`src/rtl/core/hpr_pkg.sv`:
```
// ----------------------------------------------------------------------------
// hpr_pkg
// Shared types, constants and a helper function for the HSV pixel recolor block.
// ----------------------------------------------------------------------------
package hpr_pkg;

    // Configuration register indexes.
    localparam int CFG_IDX_W = 3;
    localparam logic [CFG_IDX_W-1:0] REG_MODE       = 3'd0;
    localparam logic [CFG_IDX_W-1:0] REG_TARGET     = 3'd1;
    localparam logic [CFG_IDX_W-1:0] REG_REFERENCE  = 3'd2;
    localparam logic [CFG_IDX_W-1:0] REG_SAT_GAIN   = 3'd3;
    localparam logic [CFG_IDX_W-1:0] REG_VAL_GAIN   = 3'd4;
    localparam int CFG_DATA_W = 24;

    // Fixed point constants: hue is degrees * 128, S and V are Q16.
    localparam logic [15:0] HUE_SIXTH   = 16'd7680;
    localparam logic [15:0] HUE_THIRD   = 16'd15360;
    localparam logic [17:0] HUE_FULL    = 18'd46080;
    localparam logic [16:0] ONE_Q16     = 17'd65536;
    // ceil(2^25 / 15), exact for dividends below 2^21.
    localparam logic [21:0] RECIP15     = 22'd2236963;

    // Pipeline organization.
    localparam int NUM_W        = 24;
    localparam int DIV_PER_STG  = 4;
    localparam int DIV_STAGES   = NUM_W / DIV_PER_STG;
    localparam int CONV_STAGES  = DIV_STAGES + 3;
    localparam int BACK_STAGES  = 5;
    localparam int N_STAGES     = CONV_STAGES + BACK_STAGES;

    typedef enum logic [2:0] {
        SEC_RY,
        SEC_YG,
        SEC_GC,
        SEC_CB,
        SEC_BM,
        SEC_MR
    } hue_sector_t;

    // Partial state of a restoring divider by an 8-bit divisor.
    typedef struct packed {
        logic [7:0]       rem;
        logic [NUM_W-1:0] num;
        logic [NUM_W-1:0] quo;
    } div_st_t;

    function automatic div_st_t div_step(div_st_t st, logic [7:0] dvs);
        div_st_t    r;
        logic [8:0] trial;
        r = st;
        for (int i = 0; i < DIV_PER_STG; i++)
        begin
            trial = {r.rem, r.num[NUM_W-1]};
            r.num = {r.num[NUM_W-2:0], 1'b0};
            if (trial >= {1'b0, dvs})
            begin
                r.rem = 8'(trial - {1'b0, dvs});
                r.quo = {r.quo[NUM_W-2:0], 1'b1};
            end
            else
            begin
                r.rem = trial[7:0];
                r.quo = {r.quo[NUM_W-2:0], 1'b0};
            end
        end
        return r;
    endfunction

endpackage

```
`src/rtl/core/hpr_hsv_back.sv`:
```
// ----------------------------------------------------------------------------
// hpr_hsv_back
// Hue shift or saturation/value scaling, then pipelined HSV to RGB conversion.
// ----------------------------------------------------------------------------
module hpr_hsv_back (
    input  logic                            clk,
    input  logic [hpr_pkg::BACK_STAGES-1:0] en,
    input  logic                            mode,
    input  logic [15:0]                     saturation_gain,
    input  logic [15:0]                     value_gain,
    input  logic [15:0]                     target_hue,
    input  logic [15:0]                     reference_hue,
    input  logic [15:0]                     hue,
    input  logic [16:0]                     sat,
    input  logic [16:0]                     val,
    output logic [7:0]                      red,
    output logic [7:0]                      green,
    output logic [7:0]                      blue
);
    import hpr_pkg::*;

    // Stage 0: hue shift or gains.
    logic [17:0] hs;
    logic [32:0] ps, pv;
    logic [15:0] h0_next;
    logic [16:0] s0_next, v0_next;
    logic [15:0] h0_reg;
    logic [16:0] s0_reg, v0_reg;

    always_comb
    begin
        hs = 18'(target_hue) + 18'(reference_hue) + 18'd92160 - 18'(hue);
        ps = 33'(sat) * 33'(saturation_gain);
        pv = 33'(val) * 33'(value_gain);
        h0_next = hue;
        s0_next = sat;
        v0_next = val;
        if (!mode)
        begin
            if (hs >= 18'd138240)
                h0_next = 16'(hs - 18'd138240);
            else if (hs >= 18'd92160)
                h0_next = 16'(hs - 18'd92160);
            else if (hs >= HUE_FULL)
                h0_next = 16'(hs - HUE_FULL);
            else
                h0_next = hs[15:0];
        end
        else
        begin
            s0_next = (ps[32:8] > 25'(ONE_Q16)) ? ONE_Q16 : ps[24:8];
            v0_next = (pv[32:8] > 25'(ONE_Q16)) ? ONE_Q16 : pv[24:8];
        end
    end

    always_ff @(posedge clk)
    begin
        if (en[0])
        begin
            h0_reg <= h0_next;
            s0_reg <= s0_next;
            v0_reg <= v0_next;
        end
    end

    // Stage 1: chroma, sector and triangle weight.
    logic [33:0]  cv;
    logic [16:0]  c1_next;
    logic [13:0]  t;
    logic [12:0]  hue_dist;
    hue_sector_t  sec1_next;
    logic [16:0]  c1_reg, m1_reg;
    logic [12:0]  w1_reg;
    hue_sector_t  sec1_reg;

    always_comb
    begin
        cv = 34'(s0_reg) * 34'(v0_reg);
        c1_next = cv[32:16];
        if (h0_reg >= 16'd30720)
            t = 14'(h0_reg - 16'd30720);
        else if (h0_reg >= HUE_THIRD)
            t = 14'(h0_reg - HUE_THIRD);
        else
            t = h0_reg[13:0];
        if (t >= 14'(HUE_SIXTH))
            hue_dist = 13'(t - 14'(HUE_SIXTH));
        else
            hue_dist = 13'(14'(HUE_SIXTH) - t);
        if (h0_reg >= 16'd38400)
            sec1_next = SEC_MR;
        else if (h0_reg >= 16'd30720)
            sec1_next = SEC_BM;
        else if (h0_reg >= 16'd23040)
            sec1_next = SEC_CB;
        else if (h0_reg >= HUE_THIRD)
            sec1_next = SEC_GC;
        else if (h0_reg >= HUE_SIXTH)
            sec1_next = SEC_YG;
        else
            sec1_next = SEC_RY;
    end

    always_ff @(posedge clk)
    begin
        if (en[1])
        begin
            c1_reg   <= c1_next;
            m1_reg   <= v0_reg - c1_next;
            w1_reg   <= 13'(HUE_SIXTH) - hue_dist;
            sec1_reg <= sec1_next;
        end
    end

    // Stage 2: C times the triangle weight.
    logic [29:0]  p2_reg;
    logic [16:0]  c2_reg, m2_reg;
    hue_sector_t  sec2_reg;

    always_ff @(posedge clk)
    begin
        if (en[2])
        begin
            p2_reg   <= 30'(c1_reg) * 30'(w1_reg);
            c2_reg   <= c1_reg;
            m2_reg   <= m1_reg;
            sec2_reg <= sec1_reg;
        end
    end

    // Stage 3: divide by 7680 as a shift by 9 and a reciprocal multiply by 15.
    logic [42:0]  xq;
    logic [16:0]  x3_reg, c3_reg, m3_reg;
    hue_sector_t  sec3_reg;

    assign xq = 43'(p2_reg[29:9]) * 43'(RECIP15);

    always_ff @(posedge clk)
    begin
        if (en[3])
        begin
            x3_reg   <= xq[41:25];
            c3_reg   <= c2_reg;
            m3_reg   <= m2_reg;
            sec3_reg <= sec2_reg;
        end
    end

    // Stage 4: sector mapping and scaling to 8 bits.
    logic [16:0] pr, pg, pb;

    function automatic logic [7:0] chan_out(logic [16:0] p, logic [16:0] m);
        logic [16:0] sum;
        logic [24:0] scaled;
        sum    = p + m;
        scaled = {sum, 8'h00} - 25'(sum);
        return (scaled[24:16] > 9'd255) ? 8'd255 : scaled[23:16];
    endfunction

    always_comb
    begin
        pr = '0;
        pg = '0;
        pb = '0;
        case (sec3_reg)
            SEC_RY:
            begin
                pr = c3_reg;
                pg = x3_reg;
            end
            SEC_YG:
            begin
                pr = x3_reg;
                pg = c3_reg;
            end
            SEC_GC:
            begin
                pg = c3_reg;
                pb = x3_reg;
            end
            SEC_CB:
            begin
                pg = x3_reg;
                pb = c3_reg;
            end
            SEC_BM:
            begin
                pr = x3_reg;
                pb = c3_reg;
            end
            default:
            begin
                pr = c3_reg;
                pb = x3_reg;
            end
        endcase
    end

    logic [7:0] r_reg, g_reg, b_reg;

    always_ff @(posedge clk)
    begin
        if (en[4])
        begin
            r_reg <= chan_out(pr, m3_reg);
            g_reg <= chan_out(pg, m3_reg);
            b_reg <= chan_out(pb, m3_reg);
        end
    end

    assign red   = r_reg;
    assign green = g_reg;
    assign blue  = b_reg;

endmodule

```
`config.mk`:
```
export PLATFORM = sky130hd
export DESIGN_NAME = hpr_hsv_back
export DESIGN_NICKNAME = d
export VERILOG_FILES = /design/src/rtl/core/hpr_pkg.sv /design/src/rtl/core/hpr_hsv_back.sv
export SDC_FILE = /design/constraint.sdc
export NUM_CORES = 2
export LEC_CHECK = 0
export ABC_AREA = 1
export BUFFER_PORTS_ARGS = -buffer_cell sky130_fd_sc_hd__buf_2
export CORE_MARGIN = 10
export CORE_UTILIZATION = 29
export CTS_CLUSTER_SIZE = 20
export DETAILED_ROUTE_END_ITERATION = 10
export MAX_ROUTING_LAYER = met4
export PLACE_DENSITY = 0.44
export SLEW_MARGIN = 20
export SYNTH_ARGS = -nofsm -noshare
export SYNTH_HDL_FRONTEND = slang
export SYNTH_SLANG_ARGS = --single-unit
export TNS_END_PERCENT = 50
```
`constraint.sdc`:
```
create_clock -name clk -period 7.6 [get_ports clk]
set_clock_uncertainty 0.1 [all_clocks]
set_input_delay 1.14 -clock clk [delete_from_list [all_inputs] [get_ports clk]]
set_output_delay 1.14 -clock clk [all_outputs]
set_load 0.005 [all_outputs]
```
Yosys cells after proc, flatten, opt, wreduce, memory -nomap -nowiden
Cells that the tools add are included.

$add $sub $neg: 18. $mul: 5. Magnitude comparators: 14. Equal/unequal tests: 4. Mux-type cells: 18. Reduce and logical (&&, ||, !) cells: 8.

Operators with widths (count): $pmux 17 s2 (3); $sub 25x17->25 (3); $mux 17 (4); $mul 17x16->33 (2); $mux 16 (4); $add 17x17->17 (3); $gt 25x17->1 const B (2); $mul 21x22->42 const B (1); $mul 17x17->33 (1); $ge 16x15->1 const B (2); $mul 17x13->30 (1); $mux 14 (2); $sub 14x14->14 const B (2); $gt 9x8->1 const B (3); $sub 13x13->13 const A (2); $add 17x17->18 const B (1); $ge 18x16->1 const B (1); $ge 18x17->1 const B (1); $ge 18x18->1 const B (1); $sub 18x16->18 (1); $add 16x16->17 (1); $sub 17x17->17 (1); $ge 16x13->1 const B (1); $ge 16x14->1 const B (1); other kinds (14) (23).

Flip-flop bits (word level): 245. Bits of input ports: 121. Output and inout port bits: 24. Logic and storage cells: 86.

Longest topological paths before layout
Depth after elaboration: 8. Mapped depth: 40.

Worst setup path before layout
OpenSTA, ideal clock, no wires.

Path kind: register to register. Start: reg v0_reg[2]. End: reg m1_reg[13], data pin. Library setup time: 0.265 ns. Data arrival time: 7.069 ns. Data required time: 7.235 ns. Slack: 0.166 ns. Cell stages (with the launch flop): 33. Buffers on the path: 2. Period minus slack after synthesis: 7.434 ns. Cell sequence: edfxtp_1 -> clkbuf_1 -> clkbuf_1 -> nand2_1 -> fa_1 -> fa_1 -> fa_1 -> fa_1 -> inv_1 -> fa_1 -> inv_1 -> fa_1 -> inv_1 -> ha_1 -> nand2_1 -> nor2_1 -> nand4_1 -> o21ai_0 -> nand2_1 -> nand2_1 -> a21oi_1 -> xnor2_1 -> inv_1 -> ha_1 -> nand2_1 -> nor2_1 -> a211oi_1 -> o21ai_0 -> a21boi_0 -> o21ai_0 -> a21boi_0 -> o21ai_0 -> xor2_1.

Cells in the longest elaborated chain, start to end: 2.

Ends and longest elaborated chain: start, declared (RTL line hpr_hsv_back.sv:28) `logic [16:0] s0_reg, v0_reg;`; start signal, assigned (RTL line hpr_hsv_back.sv:62) `v0_reg <= v0_next;`; $mul 17x17->33 (RTL line hpr_hsv_back.sv:78) `cv = 34'(s0_reg) * 34'(v0_reg);`; via cv[18] (RTL line hpr_hsv_back.sv:67) `logic [33:0] cv;`; $sub 17x17->17 (RTL line hpr_hsv_back.sv:109) `m1_reg <= v0_reg - c1_next;`; end signal, assigned (RTL line hpr_hsv_back.sv:109); end, declared (RTL line hpr_hsv_back.sv:72) `logic [16:0] c1_reg, m1_reg;`.

The timed path passes the listed nets, and every way through them passes these cells. A chain may end at the register's enable or synchronous reset.

Worst setup path after layout
Start: reg s0_reg[5]. End: reg m1_reg[16], data pin.

Cells in the longest elaborated chain, start to end: 2.

Ends and longest elaborated chain: start, declared (RTL line hpr_hsv_back.sv:28); start signal, assigned (RTL line hpr_hsv_back.sv:61) `s0_reg <= s0_next;`; $mul 17x17->33 (RTL line hpr_hsv_back.sv:78); $sub 17x17->17 (RTL line hpr_hsv_back.sv:109).

No other way between the ends.

==> out/qor.txt <==
GLOBAL ROUTING
--------------------------------------------------------------------------------
Vias in the first global route                                             50066
Wire length of the first global-routing pass                              273 mm
Number of antenna violations at the first check in global routing              2
Overflow left after global routing                                             0
Maximum number of pins on one net before global-route repair                  68
Combined global-route utilization of all metal layers                      15.8%

DETAILED ROUTING
--------------------------------------------------------------------------------
Vias per cell                                                               4.49
Via count                                                                  46780
Total wire length after detailed routing                                  167 mm
WL/cell                                                             16.0 microns
Number of remaining DRC errors                                                 0
Starting DRC count in detailed routing                                      2235
First drt pass iteration count                                                 6
Residual antenna-violating net count after detailed routing                    0

SETUP PATH
--------------------------------------------------------------------------------
Slack of the worst reg-to-reg path                                       0.37 ns
Largest fanout on the critical path                                            6
Worst-path cell with the longest stage delay                        sky130_fd_sc_hd__edfxtp_1
CP endpoint kind                                                            flop
Kind of start point of the critical path                                    flop
Most numerous cell on the critical path                             sky130_fd_sc_hd__nand2_1
Max incr delay on CP                                                     0.54 ns
Arrival time at the worst endpoint                                       7.48 ns
Required time at the endpoint of the critical path                       7.86 ns
Critical path class                                                 flop to flop

FLOORPLANNING
--------------------------------------------------------------------------------
Core outline area                                                   199000 sq um
# IOs                                                                        145
Cell Rows                                                                    164
Die Height                                                           467 microns
Die boundary width                                                   467 microns
Die outline area                                                    218000 sq um
Starting density of the core                                               29.1%

WORST HOLD PATH
--------------------------------------------------------------------------------
Hold WC Path Type                                                   flop to flop

FINAL LAYOUT
--------------------------------------------------------------------------------
Net total in the final layout                                               9429
Flip-flop count of the largest register after layout                          21
Fill cell instance count of the final layout                               21667
Area of the multi-input gates                                        42400 sq um
Commonest non-fill, non-tap cells in the layout                     sky130_fd_sc_hd__nand2_1 (2017), sky130_fd_sc_hd__inv_1 (1991), sky130_fd_sc_hd__fa_1 (879)
Non-filler instance count after layout                                     10427
Most common cell after layout, fill and taps aside                  sky130_fd_sc_hd__nand2_1
Sequential standard cell area                                         7090 sq um
Proportion of layout cells with a drive suffix above 1                     6.50%
Area Overhead vs Synth                                                     10.0%

TIMING
--------------------------------------------------------------------------------
Share of the cycle needed by the critical path after routing               95.1%
Max-slew violations                                                            0
F_max                                                                  0.138 GHz
Worst slew slack as a fraction of its limit                                43.1%
Total of endpoints with negative setup slack in the final report               0
Fin. Hold Viols                                                                0
Minimum clock period                                                     7.23 ns
Worst slew pin tran                                                     0.854 ns

PLACE
--------------------------------------------------------------------------------
IO Port Bufs                                                                 144
Instance count after placement with tap cells included                     10349
Detailed placer's ending HPWL                                             144 mm
Placer's final routability congestion estimate                             0.880

RUN
--------------------------------------------------------------------------------
Count of maximum capacitance violations                                        0

CLOCK NETWORK
--------------------------------------------------------------------------------
CTS clock-pin slew for the worst setup and hold paths                    0.06 ns
Worst-Skew Late Latency                                                  0.60 ns
Root Driver                                                         sky130_fd_sc_hd__clkbuf_16
Number of clock sinks seen by CTS                                            236
Buffer levels on the longest clock path                                        3
Clock tree from TritonCTS                                                  built
H-tree level count                                                             1
Post-CTS Hold Buffers                                                          0
Number of buffers created by CTS                                              31

YOSYS
--------------------------------------------------------------------------------
Synth Area per Inst                                                   7.62 sq um
Net count after synthesis                                                   9303
EDFF count, synth                                                            236
Share of flip-flops with an asynchronous set or reset                         0%
Area share of the largest cell type after synthesis                        30.3%
Sequential cell area fraction in the yosys report                          12.2%
Flops & latches, synth                                                       236
Cells taking the most area after synthesis                          sky130_fd_sc_hd__fa_1 (30%), sky130_fd_sc_hd__ha_1 (15%), sky130_fd_sc_hd__nand2_1 (13%), sky130_fd_sc_hd__inv_1 (13%), sky130_fd_sc_hd__edfxtp_1 (12%)
Mapped Cells                                                                7615
Flip-flop cell with the highest count after synthesis               sky130_fd_sc_hd__edfxtp_1
Area of the mapped netlist                                           58000 sq um
Total of warnings raised by yosys                                              0
Cell type with the highest aggregate area in the netlist            sky130_fd_sc_hd__fa_1
Unique masters post-synth                                                     59

OUTCOME
--------------------------------------------------------------------------------
Run status                                                          complete, no violations

[cells by family after synthesis]
family,Yosys count,share of synthesized area (%)
buffers and inverters,2272,14.8
AO/OA/AOI/OAI,604,5.84
flip-flops,236,12.2
XOR/XNOR,167,2.52
adder cells (fa/ha/maj),1567,45.2
AND/OR/NAND/NOR,2769,19.4
[cells in the mapped netlist (all sizes together) (11+ instances only)]
cell type and instances:
nor2 354, edfxtp 236, a21o 14, inv 2005, a21oi 287, buf 16, clkbuf 249, a31oi 16
nor3 50, nand3 212, ha 688, xnor2 54, o211ai 11, o21bai 25, xor2 113, nand2 2045
nand3b 26, o22ai 51, nor4 11, o21ai 166, fa 879, nand4 55
[worst max-delay path, delay by kind of cell (launching register included)]
| kind | cells | cell delay [ns] |
|---|---|---|
| flops | 1 | 0.54 |
| buf+inv | 8 | 0.59 |
| compound gates | 4 | 0.72 |
| simple gates | 14 | 1.24 |
| fa+ha+maj | 8 | 3.61 |
| xor+xnor | 1 | 0.16 |
[final cells by class]
type / instances / area share, %
Antenna cell: 6 / 0.0235
Clock buffer: 34 / 1.23
Timing Repair Buffer: 358 / 3.75
Clock inverter: 23 / 0.369
Sequential cell: 236 / 11.1
Multi-Input combinational cell: 5107 / 66.5
Inverter: 2007 / 11.8
Tap cell: 2656 / 5.21
[timing repair]
item,4_1_cts,5_1_grt
pin swaps,0,3
cloned,0,1
buffers inserted,1,13
resized for setup,1,34
setup endpoints to repair,2,8
[stage by stage]
step	cell area [sq um]	util, %	setup TNS (ns)	setup WS [ns]	hold slack [ns]
after CTS	63500	31.9	0	0.0192	0.310
after detailed placement	62500	31.3	-0.241	-0.0230	0.305
final	63800	32.0	0	0.375	0.312
after global placement	62500	31.3	-0.144	-0.0750	0.303
after floorplan	58000	-	0	0.166	0.300
after global routing	63800	32.0	-0.0108	-0.0108	0.314
[path summary, 6_finish.rpt]
check | to | depth (start not counted) | from
setup reg to reg | m1_reg[16]$_DFFE_PP_ | 35 | s0_reg[5]$_DFFE_PP_
setup / recovery | m1_reg[16]$_DFFE_PP_ | 35 | s0_reg[5]$_DFFE_PP_
hold reg to reg | c3_reg[10]$_DFFE_PP_ | 0 | c2_reg[10]$_DFFE_PP_
hold / removal | c3_reg[10]$_DFFE_PP_ | 0 | c2_reg[10]$_DFFE_PP_
[per-layer routing]
metal / part of all wire (%) / vias up / track usage [%]
met5: 0 / - / -
met4: 1.8 / 0 / 2.58
met3: 2.9 / 171 / 0.849
met2: 48 / 836 / 26.8
met1: 47 / 22732 / 21.1
li1: - / 23041 / -
Power is not shown: default switching activity piles up to over one toggle a cycle in this logic, so the estimate is an artifact.
